==> src/rtl/spm_pkg.sv <==
// ----------------------------------------------------------------------------
// spm_pkg
// Shared types and constants for the stream pattern matcher.
// ----------------------------------------------------------------------------
package spm_pkg;

  localparam int BYTE_W    = 8;
  localparam int PAT_W     = 64;
  localparam int LEN_W     = 4;
  localparam int OFFSET_W  = 32;
  localparam int PADDR_W   = 4;
  localparam int PDATA_W   = 64;

  // Register map, indexed by paddr[3] (registers sit 8 bytes apart)
  typedef enum logic {
    REG_PATTERN = 1'b0,
    REG_LENGTH  = 1'b1
  } reg_idx_t;

  localparam logic [PAT_W-1:0] PATTERN_RESET = 64'h0000_004B_434F_4C42; // "BLOCK"
  localparam logic [LEN_W-1:0] LENGTH_RESET  = 4'd5;

  // Per-cycle control broadcast to every window cell
  typedef struct packed {
    logic shift;   // a byte transfer moves the window one place
    logic flush;   // drop the whole history (register write)
  } cell_ctrl_t;

endpackage

==> src/rtl/spm_cell.sv <==
// ----------------------------------------------------------------------------
// spm_cell
// One window slot: holds a past byte, compares the byte entering it
// against its aligned pattern byte, and passes its byte to the next slot.
// ----------------------------------------------------------------------------
module spm_cell
  import spm_pkg::*;
(
  input  logic              clk,
  input  logic              rst,
  input  cell_ctrl_t        ctrl,
  input  logic [BYTE_W-1:0] din,
  input  logic              din_valid,
  input  logic [BYTE_W-1:0] ref_byte,
  input  logic              use_cell,
  output logic [BYTE_W-1:0] q,
  output logic              q_valid,
  output logic              hit
);

  // unused slots always agree
  assign hit = !use_cell || (din_valid && (din == ref_byte));

  always_ff @(posedge clk) begin
    if (rst || ctrl.flush) begin
      q_valid <= 1'b0;
    end else if (ctrl.shift) begin
      q_valid <= din_valid;
    end
  end

  always_ff @(posedge clk) begin
    if (ctrl.shift) begin
      q <= din;
    end
  end

endmodule

==> src/rtl/stream_pattern_matcher_top.sv <==
// ----------------------------------------------------------------------------
// stream_pattern_matcher_top
// Streaming marker search (prefix-function semantics, overlapping hits)
// built as a shift window of compare cells.
// ----------------------------------------------------------------------------
//
//  channel | signals                                   | transfer when
//  --------+-------------------------------------------+----------------------
//  in      | in_valid, in_ready, data_byte,            | in_valid & in_ready
//          | start_of_buffer                           |
//  out     | out_valid, out_ready, match_end_offset    | out_valid & out_ready
//  cfg     | psel, penable, pwrite, paddr, pwdata,     | psel & penable &
//          | prdata, pready                            | pwrite (pready = 1)
//
// One input byte per cycle while in_ready is high; the match decision for a
// byte is made in the cycle it transfers, and its result goes to the output
// register, or to the skid register behind it while a result is held there,
// so the input keeps moving; in_ready drops only when both registers hold.
// Synchronous active-high reset loads the default pattern "BLOCK" with
// length 5, empties the window and clears the position counter.
// Register writes keep the position but empty the window.
// ----------------------------------------------------------------------------
module stream_pattern_matcher_top
  import spm_pkg::*;
#(
  parameter int MAX_PATTERN_LENGTH = 8,
  parameter int POSITION_WIDTH     = 32
) (
  input  logic                clk,
  input  logic                rst,
  // byte stream
  input  logic                in_valid,
  output logic                in_ready,
  input  logic [BYTE_W-1:0]   data_byte,
  input  logic                start_of_buffer,
  // match offsets
  output logic                out_valid,
  input  logic                out_ready,
  output logic [OFFSET_W-1:0] match_end_offset,
  // register port
  input  logic                psel,
  input  logic                penable,
  input  logic                pwrite,
  input  logic [PADDR_W-1:0]  paddr,
  input  logic [PDATA_W-1:0]  pwdata,
  output logic [PDATA_W-1:0]  prdata,
  output logic                pready
);

  localparam int N      = MAX_PATTERN_LENGTH;
  localparam int EL_W   = $clog2(N + 1);
  localparam logic [LEN_W-1:0] LEN_MAX = LEN_W'(N);

  // --------------------------------------------------------------------------
  // Configuration registers
  // --------------------------------------------------------------------------
  logic [PAT_W-1:0] search_pattern;
  logic [LEN_W-1:0] pattern_length;
  logic             cfg_wr;
  reg_idx_t         cfg_sel;

  assign pready  = 1'b1;
  assign cfg_wr  = psel && penable && pwrite;
  assign cfg_sel = reg_idx_t'(paddr[3]);

  always_ff @(posedge clk) begin
    if (rst) begin
      search_pattern <= PATTERN_RESET;
      pattern_length <= LENGTH_RESET;
    end else if (cfg_wr) begin
      case (cfg_sel)
        REG_PATTERN: search_pattern <= pwdata;
        REG_LENGTH:  pattern_length <= pwdata[LEN_W-1:0];
        default:     search_pattern <= search_pattern;
      endcase
    end
  end

  always_comb begin
    case (cfg_sel)
      REG_PATTERN: prdata = search_pattern;
      REG_LENGTH:  prdata = {{(PDATA_W-LEN_W){1'b0}}, pattern_length};
      default:     prdata = '0;
    endcase
  end

  // Effective length: 0 acts as 1, anything above the maximum is clamped
  logic [LEN_W-1:0] len_clamp;
  logic [EL_W-1:0]  len_eff;
  logic [2:0]       len_m1;

  always_comb begin
    if (pattern_length == '0) begin
      len_clamp = LEN_W'(1);
    end else if (pattern_length > LEN_MAX) begin
      len_clamp = LEN_MAX;
    end else begin
      len_clamp = pattern_length;
    end
  end

  assign len_eff = len_clamp[EL_W-1:0];
  assign len_m1  = 3'(len_clamp - LEN_W'(1));

  // --------------------------------------------------------------------------
  // Compare window. Cell k sees the byte that entered k transfers ago
  // (cell 0 sees the incoming byte) and checks it against pattern byte
  // len-1-k. All cells agreeing means the pattern ends on this byte.
  // A start flag hides the history from the current byte.
  // --------------------------------------------------------------------------
  logic             in_fire;
  cell_ctrl_t       ctrl;
  logic [BYTE_W-1:0] cell_din   [N];
  logic              cell_dinv  [N];
  logic [BYTE_W-1:0] cell_q     [N];
  logic              cell_qv    [N];
  logic [N-1:0]      cell_hit;

  assign in_fire    = in_valid && in_ready;
  assign ctrl.shift = in_fire;
  assign ctrl.flush = cfg_wr;

  for (genvar k = 0; k < N; k++) begin : g_cell
    logic [2:0]        ref_idx;
    logic [BYTE_W-1:0] ref_byte;
    logic              use_cell;

    assign ref_idx  = 3'(len_m1 - 3'(k));
    assign ref_byte = search_pattern[ref_idx*BYTE_W +: BYTE_W];
    assign use_cell = (EL_W'(k) < len_eff);

    if (k == 0) begin : g_head
      assign cell_din[k]  = data_byte;
      assign cell_dinv[k] = 1'b1;
    end else begin : g_body
      assign cell_din[k]  = cell_q[k-1];
      assign cell_dinv[k] = cell_qv[k-1] && !start_of_buffer;
    end

    spm_cell u_cell (
      .clk       (clk),
      .rst       (rst),
      .ctrl      (ctrl),
      .din       (cell_din[k]),
      .din_valid (cell_dinv[k]),
      .ref_byte  (ref_byte),
      .use_cell  (use_cell),
      .q         (cell_q[k]),
      .q_valid   (cell_qv[k]),
      .hit       (cell_hit[k])
    );
  end

  logic match;
  assign match = &cell_hit;

  // --------------------------------------------------------------------------
  // Byte position: restarts on the start flag, saturates at all ones
  // --------------------------------------------------------------------------
  logic [POSITION_WIDTH-1:0] byte_position;
  logic [POSITION_WIDTH-1:0] pos_base;
  logic [POSITION_WIDTH-1:0] byte_position_next;
  logic [OFFSET_W-1:0]       offset;

  assign pos_base = start_of_buffer ? '0 : byte_position;
  assign byte_position_next = (&pos_base) ? pos_base : pos_base + POSITION_WIDTH'(1);

  always_ff @(posedge clk) begin
    if (rst) begin
      byte_position <= '0;
    end else if (in_fire) begin
      byte_position <= byte_position_next;
    end
  end

  if (POSITION_WIDTH > OFFSET_W) begin : g_off_sat
    assign offset = (|byte_position_next[POSITION_WIDTH-1:OFFSET_W]) ? '1
                                                                 : byte_position_next[OFFSET_W-1:0];
  end else if (POSITION_WIDTH == OFFSET_W) begin : g_off_eq
    assign offset = byte_position_next;
  end else begin : g_off_ext
    assign offset = {{(OFFSET_W-POSITION_WIDTH){1'b0}}, byte_position_next};
  end

  // --------------------------------------------------------------------------
  // Output register plus skid register
  // --------------------------------------------------------------------------
  logic                push;
  logic                pop;
  logic                skid_valid;
  logic [OFFSET_W-1:0] skid_offset;

  assign in_ready = !skid_valid;
  assign push     = in_fire && match;
  assign pop      = out_valid && out_ready;

  always_ff @(posedge clk) begin
    if (rst) begin
      out_valid  <= 1'b0;
      skid_valid <= 1'b0;
    end else if (pop) begin
      if (skid_valid) begin
        skid_valid <= 1'b0;          // skid drains; no push possible now
      end else begin
        out_valid  <= push;
      end
    end else if (push) begin
      if (out_valid) begin
        skid_valid <= 1'b1;
      end else begin
        out_valid  <= 1'b1;
      end
    end
  end

  always_ff @(posedge clk) begin
    if (pop && skid_valid) begin
      match_end_offset <= skid_offset;
    end else if (push && (pop || !out_valid)) begin
      match_end_offset <= offset;
    end
    if (push && out_valid && !pop) begin
      skid_offset <= offset;
    end
  end

endmodule

==> config.mk <==
export PLATFORM = sky130hd
export DESIGN_NAME = stream_pattern_matcher_top
export DESIGN_NICKNAME = d
export VERILOG_FILES = /design/src/rtl/spm_pkg.sv /design/src/rtl/spm_cell.sv /design/src/rtl/stream_pattern_matcher_top.sv
export SDC_FILE = /design/constraint.sdc
export NUM_CORES = 1
export LEC_CHECK = 0
export ABC_CLOCK_PERIOD_IN_PS = 16400
export BUFFER_PORTS_ARGS = -buffer_cell sky130_fd_sc_hd__buf_4
export CORE_ASPECT_RATIO = 0.7
export CORE_MARGIN = 2
export CORE_UTILIZATION = 40
export CTS_CLUSTER_SIZE = 25
export DETAILED_ROUTE_END_ITERATION = 12
export HOLD_SLACK_MARGIN = 0.03
export SYNTH_ARGS = -nofsm -noshare
export SYNTH_HDL_FRONTEND = slang
export SYNTH_SLANG_ARGS = --single-unit
==> constraint.sdc <==
create_clock -name clk -period 16.4 [get_ports clk]
set_input_delay 0.82 -clock clk [delete_from_list [all_inputs] [get_ports clk]]
set_output_delay 0.82 -clock clk [all_outputs]
set_load 0.02 [all_outputs]
After elaboration in Yosys (flattened, before gate mapping)
Index checks and enable logic that the tools add are counted.
Widths: inputs -> output; s select.
{"block": "op_classes", "mux": 10, "n_bitwise": 1, "addsub": 9, "n_eq_ne": 9, "shifts": 8, "n_lt_le_gt_ge": 9, "reduce_logical": 55}
{"op": "$shiftx 64x7->8", "n": 8}
{"op": "$mux 32", "n": 4}
{"op": "$pmux 64 s2", "n": 1}
{"op": "$eq 8x8->1", "n": 8}
{"op": "$add 32x1->32 const B", "n": 1}
{"op": "$reduce_and 32->1", "n": 1}
{"op": "$logic_and 1x1->1", "n": 23}
{"op": "$lt 3x4->1 const A", "n": 4}
{"op": "$logic_not 1->1", "n": 12}
{"op": "$sub 3x3->3 const B", "n": 4}
{"op": "$logic_or 1x1->1", "n": 10}
{"op": "$lt 1x4->1 const A", "n": 2}
{"op": "$lt 2x4->1 const A", "n": 2}
{"op": "$mux 4", "n": 2}
{"op": "$reduce_and 2->1", "n": 4}
{"op": "$reduce_and 8->1", "n": 1}
{"op": "$sub 3x1->3 const B", "n": 2}
{"op": "$sub 3x2->3 const B", "n": 2}
{"op": "$gt 4x4->1 const B", "n": 1}
{"op": "$logic_not 4->1", "n": 1}
{"op": "$reduce_bool 2->1", "n": 2}
{"op": "$mux 1", "n": 3}
{"op": "$ne 2x2->1 const B", "n": 1}
{"op": "$reduce_or 2->1", "n": 1}
{"op": "$not 1->1", "n": 1}
{"block": "word_totals", "in_bits": 84, "output_inout_bits": 99, "word_cells": 122, "ff_bits": 229}

Depth between registers and ports, before layout
{"block": "logic_depth", "depth_word": 14, "depth_mapped": 16, "depth_no_buf": 12}

Modules after synthesis
Synthesis repeated with hierarchy kept, for this count alone.
{"block": "hier_totals", "cells_unflattened": 1529, "area_unflattened_um2": 13665.6}
{"mod": "stream_pattern_matcher_top", "n_inst": 1, "area_per_inst_um2": 10682.7, "cells_per_inst": 1345}
{"mod": "spm_cell", "n_inst": 8, "area_per_inst_um2": 372.9, "cells_per_inst": 23}

Worst setup path before layout
Ideal clock, no wire load.
{"block": "synth_path", "kind": "register -> register", "startpoint": "register pattern_length[1]", "endpoint": "register match_end_offset[0] (enable)", "arrival_time_ns": 5.065, "setup_time_ns": 0.437, "stages_incl_launch_ff": 16, "required_time_ns": 15.963, "setup_slack_ns": 10.899, "path_cell_list": "dfxtp_1 > buf_6 > o21ba_4 > nor2_8 > inv_4 > buf_6 > ha_1 > xnor2_2 > buf_6 > mux4_2 > xor2_1 > nand4_1 > nor4_1 > o22ai_1 > nor4b_2 > a2bb2oi_1"}
{"block": "synth_via", "elab_chain_len": 13}
{"item": "start, declared", "line": "stream_pattern_matcher_top.sv:58", "rtl": "logic [LEN_W-1:0] pattern_length;"}
{"item": "start signal, assigned", "line": "stream_pattern_matcher_top.sv:73", "rtl": "REG_LENGTH: pattern_length <= pwdata[LEN_W-1:0];"}
{"item": "$gt 4x4->1", "line": "stream_pattern_matcher_top.sv:95", "rtl": "end else if (pattern_length > LEN_MAX) begin"}
{"item": "$mux 4", "line": "stream_pattern_matcher_top.sv:95"}
{"item": "$mux 4 (*)", "line": "stream_pattern_matcher_top.sv:93", "rtl": "if (pattern_length == '0) begin"}
{"item": "$sub 3x1->3", "line": "stream_pattern_matcher_top.sv:103", "rtl": "assign len_m1 = 3'(len_clamp - LEN_W'(1));"}
{"item": "$sub 3x1->3 (tied with other cells)", "line": "stream_pattern_matcher_top.sv:128", "rtl": "assign ref_idx = 3'(len_m1 - 3'(k));"}
{"item": "$shiftx 64x7->8", "line": "stream_pattern_matcher_top.sv:129", "rtl": "assign ref_byte = search_pattern[ref_idx*BYTE_W +: BYTE_W];"}
{"item": "$eq 8x8->1", "line": "spm_cell.sv:22", "rtl": "assign hit = !use_cell || (din_valid && (din == ref_byte));"}
{"item": "$logic_and 1x1->1", "line": "spm_cell.sv:22"}
{"item": "$logic_or 1x1->1", "line": "spm_cell.sv:22"}
{"item": "$reduce_and 8->1 (*)", "line": "stream_pattern_matcher_top.sv:155", "rtl": "assign match = &cell_hit;"}
{"item": "$logic_and 1x1->1 (*)", "line": "stream_pattern_matcher_top.sv:194", "rtl": "assign push = in_fire && match;"}
{"item": "$logic_and 1x1->1 (*)", "line": "stream_pattern_matcher_top.sv:219", "rtl": "end else if (push && (pop || !out_valid)) begin"}
{"item": "$reduce_bool 2->1 (no line) (*)"}
{"item": "end signal, assigned", "line": "stream_pattern_matcher_top.sv:218", "rtl": "match_end_offset <= skid_offset;"}
{"item": "end signal, assigned", "line": "stream_pattern_matcher_top.sv:220", "rtl": "match_end_offset <= offset;"}
{"item": "end, declared", "line": "stream_pattern_matcher_top.sv:39", "rtl": "output logic [OFFSET_W-1:0] match_end_offset,"}
Mark *: on every way between the ends. The rest lies on a longest branch, timed or not.
A chain may end at the register's enable or synchronous reset.

Worst setup path after layout
{"block": "layout_path", "startpoint": "register pattern_length[1]", "endpoint": "register match_end_offset[19] (enable)"}
Same word-level chain as after synthesis.

==> impl_metrics.json <==
{
  "outcome": "complete, no violations",
  "drtIter0Drc": 1250,
  "timing.max_cap.violations": 0,
  "dp_slack_ps": 10410,
  "p_sw_w": 0.000351,
  "grt_start_max_net_pins": 88,
  "m1WireLength_microns": 22200,
  "leakage_nw": 5.85,
  "netSwitchingFraction_pct": 25.0,
  "route.detailed.drc": 0,
  "seq_area_frac_synth_pct": 42.6,
  "endpoint_kind": "flip-flop",
  "syn_nets": 1534,
  "cp_slowest_stage_delay_ps": 860,
  "ys_seq_elements": 229,
  "grt_pass1_vias": 10600,
  "wl_met3_microns": 5080,
  "hpwl_microns": 31300,
  "final_core_util_pct": 47.6,
  "synth_cell_types": 83,
  "io_buffer_count": 178,
  "worstMarginPinSlew_ps": 1280,
  "setup_viol": 0,
  "finalHoldViolations": 0,
  "ys_async_sr_fraction_pct": 0,
  "clockBufferDepth": 3,
  "cts_hold_buf": 0,
  "rsz0062_at_grt": "no",
  "path_buf_inv": 1,
  "synthCells": 1447,
  "root_buffer": "clkbuf_16",
  "clock_sinks": 229,
  "clkPwrFrac_pct": 42.3,
  "grt_pass1_wl_microns": 65900,
  "synth_top_flop_cell": "edfxtp_1",
  "die_x_microns": 224,
  "htreeDepth": 1,
  "cp.arrival_ps": 6140,
  "cts_resized": 0,
  "crit_chain": "buf_4, nand2b_1, ha_1, xnor2_4, mux4_1, xor2_1, nand4_1, nor4_1, o22ai_1, nor4b_2, a2bb2oi_4",
  "insertedDiodeCount": 0,
  "vias": 11500,
  "fin_ws_ps": 10410,
  "synth_edf_count": 120,
  "layout_commonest_cell": "nand2_1",
  "top_layer": "met4",
  "avgViaCountPerCell": 5.72,
  "cts_tree": "yes",
  "post_cts_buffers": 0,
  "power.density_nw_per_um2": 88.2,
  "syn_avg_cell_area_sq_um": 9.38,
  "min_period_over_period_pct": 36.6,
  "antenna_found_initial": 0,
  "crit_family": "simple AND/OR/NAND/NOR gates",
  "dieArea_sq_um": 35400,
  "setup_tns_ps": 0,
  "pwr-share-seq_pct": 45.1,
  "max_freq_ghz": 0.167,
  "rows": 56,
  "ir_drop_v": 0.0000604,
  "die-height_microns": 158,
  "ios": 183,
  "grt.overflow.total": 0,
  "ys_warn_count": 0,
  "drive_gt1_share_pct": 19.0,
  "start_util_pct": 40.6,
  "wl_per_cell_microns": 21.8,
  "path_max_fanout": 36,
  "clock_latency_ps": 530,
  "worst_hold_path_type": "reg2reg",
  "intPower_w": 0.00105,
  "place.gp.congestion": 0.963,
  "grt_use_total_pct": 24.4,
  "pwr-share-comb_pct": 12.6,
  "cpMaxStageDelayCell": "xnor2_4",
  "coreArea_sq_um": 33400,
  "relSlewSlack_pct": 14.7,
  "areaGrowthSynthToFinish_pct": 17.4,
  "fin_skew_ps": 7.98,
  "worstPathRequired_ps": 16550,
  "met2_length_microns": 15900,
  "firstDrtPassIters": 5,
  "ant_nets": 0,
  "slew_viol_final": 0,
  "worst_setup_path_start_kind": "flip-flop",
  "cts.reportedPaths.clkPinSlew_ps": 60,
  "min_period_ps": 5990,
  "drt-total-wl_microns": 43700,
  "cts_made_buffers": 24,
  "syn_area_sq_um": 13600,
  "final_cell_mix": "253 x nand2_1, 189 x buf_4, 120 x edfxtp_1",
  "layout.nets": 1642,
  "path_class": "reg2reg"
}
## power groups by stage
stage               Sequential (W)  Clock [W]  Combinational (W)
detailed placement        0.000644          0           0.000173
finish                    0.000633   0.000595           0.000177
global placement          0.000644          0           0.000172
global route              0.000634   0.000627           0.000189
CTS                       0.000632   0.000604           0.000174
floorplan                 0.000636          0           0.000119
## per-stage QoR
step	instance area (sq um)	total power (W)	instances	hold WS (ps)
floorplan	13600	0.000755	1447	432
finish	15900	0.00140	2008	452
global route	15900	0.00145	2008	469
detailed placement	15100	0.000817	1964	443
CTS	15900	0.00141	2008	452
global placement	15100	0.000816	1964	438
## area by class of cell
class,instances,area (sq um)
Multi-Input combinational cell,1088,7220
Clock buffer,31,699
Timing Repair Buffer,189,1420
Clock inverter,13,164
Inverter,23,88.8
Fill cell,3166,17500
Tap cell,435,544
Sequential cell,229,5790
## cells by family after synthesis
| kind of cell | share of synthesized area, % |
|---|---|
| compound gates | 14.0 |
| mux | 11.7 |
| xor+xnor | 6.37 |
| other cells | 0.0276 |
| simple gates | 20.5 |
| fa+ha+maj | 0.277 |
| buf+inv | 4.43 |
| flops | 42.6 |
## Yosys cell counts (14+ instances only)
library cell | number | area [sq um]
a21boi_0 | 17 | 128
nand3_1 | 28 | 140
nand2b_1 | 14 | 87.6
nand3b_1 | 20 | 150
mux2i_1 | 65 | 651
nor2_1 | 115 | 432
a21oi_1 | 102 | 510
buf_2 | 14 | 70.1
dfxtp_1 | 109 | 2180
o21ai_0 | 52 | 260
nor3_1 | 14 | 70.1
a22oi_1 | 23 | 173
nor2b_1 | 70 | 438
clkbuf_1 | 67 | 251
edfxtp_1 | 120 | 3600
xnor2_1 | 50 | 438
xor2_1 | 45 | 394
inv_1 | 21 | 78.8
nand2_1 | 253 | 950
mux4_2 | 31 | 698
## worst min-delay path, cell delays in order (launching register included)
cell	delay [ps]
dfxtp_1	310
nand2_1	50
a21oi_1	50
## worst paths after layout
| path | cells past startpoint | from | slack (ps) | endpoint |
|---|---|---|---|---|
| worst max-delay path | 11 | pattern_length[1] | 10410 | match_end_offset[19] |
| worst min-delay path | 2 | g_cell[3].u_cell.q_valid | 450 | g_cell[3].u_cell.q_valid |
| worst max register to register | 11 | pattern_length[1] | 10410 | match_end_offset[19] |
| worst min register to register | 2 | g_cell[3].u_cell.q_valid | 450 | g_cell[3].u_cell.q_valid |
## metal layers
metal,up-vias,track usage [%]
met5,-,0
met3,39,7.54
li1,5399,-
met2,543,30.9
met4,0,3.75
met1,5507,39.7
## registers in the layout (all words and copies together) (netlist names)
name,cells
g_cell.u_cell.q,56
match_end_offset,32
g_cell.u_cell.q_valid,7
skid_valid,1
pattern_length,4
byte_position,32
skid_offset,32
search_pattern,64
out_valid,1
Power figures use the tool's default switching activity.
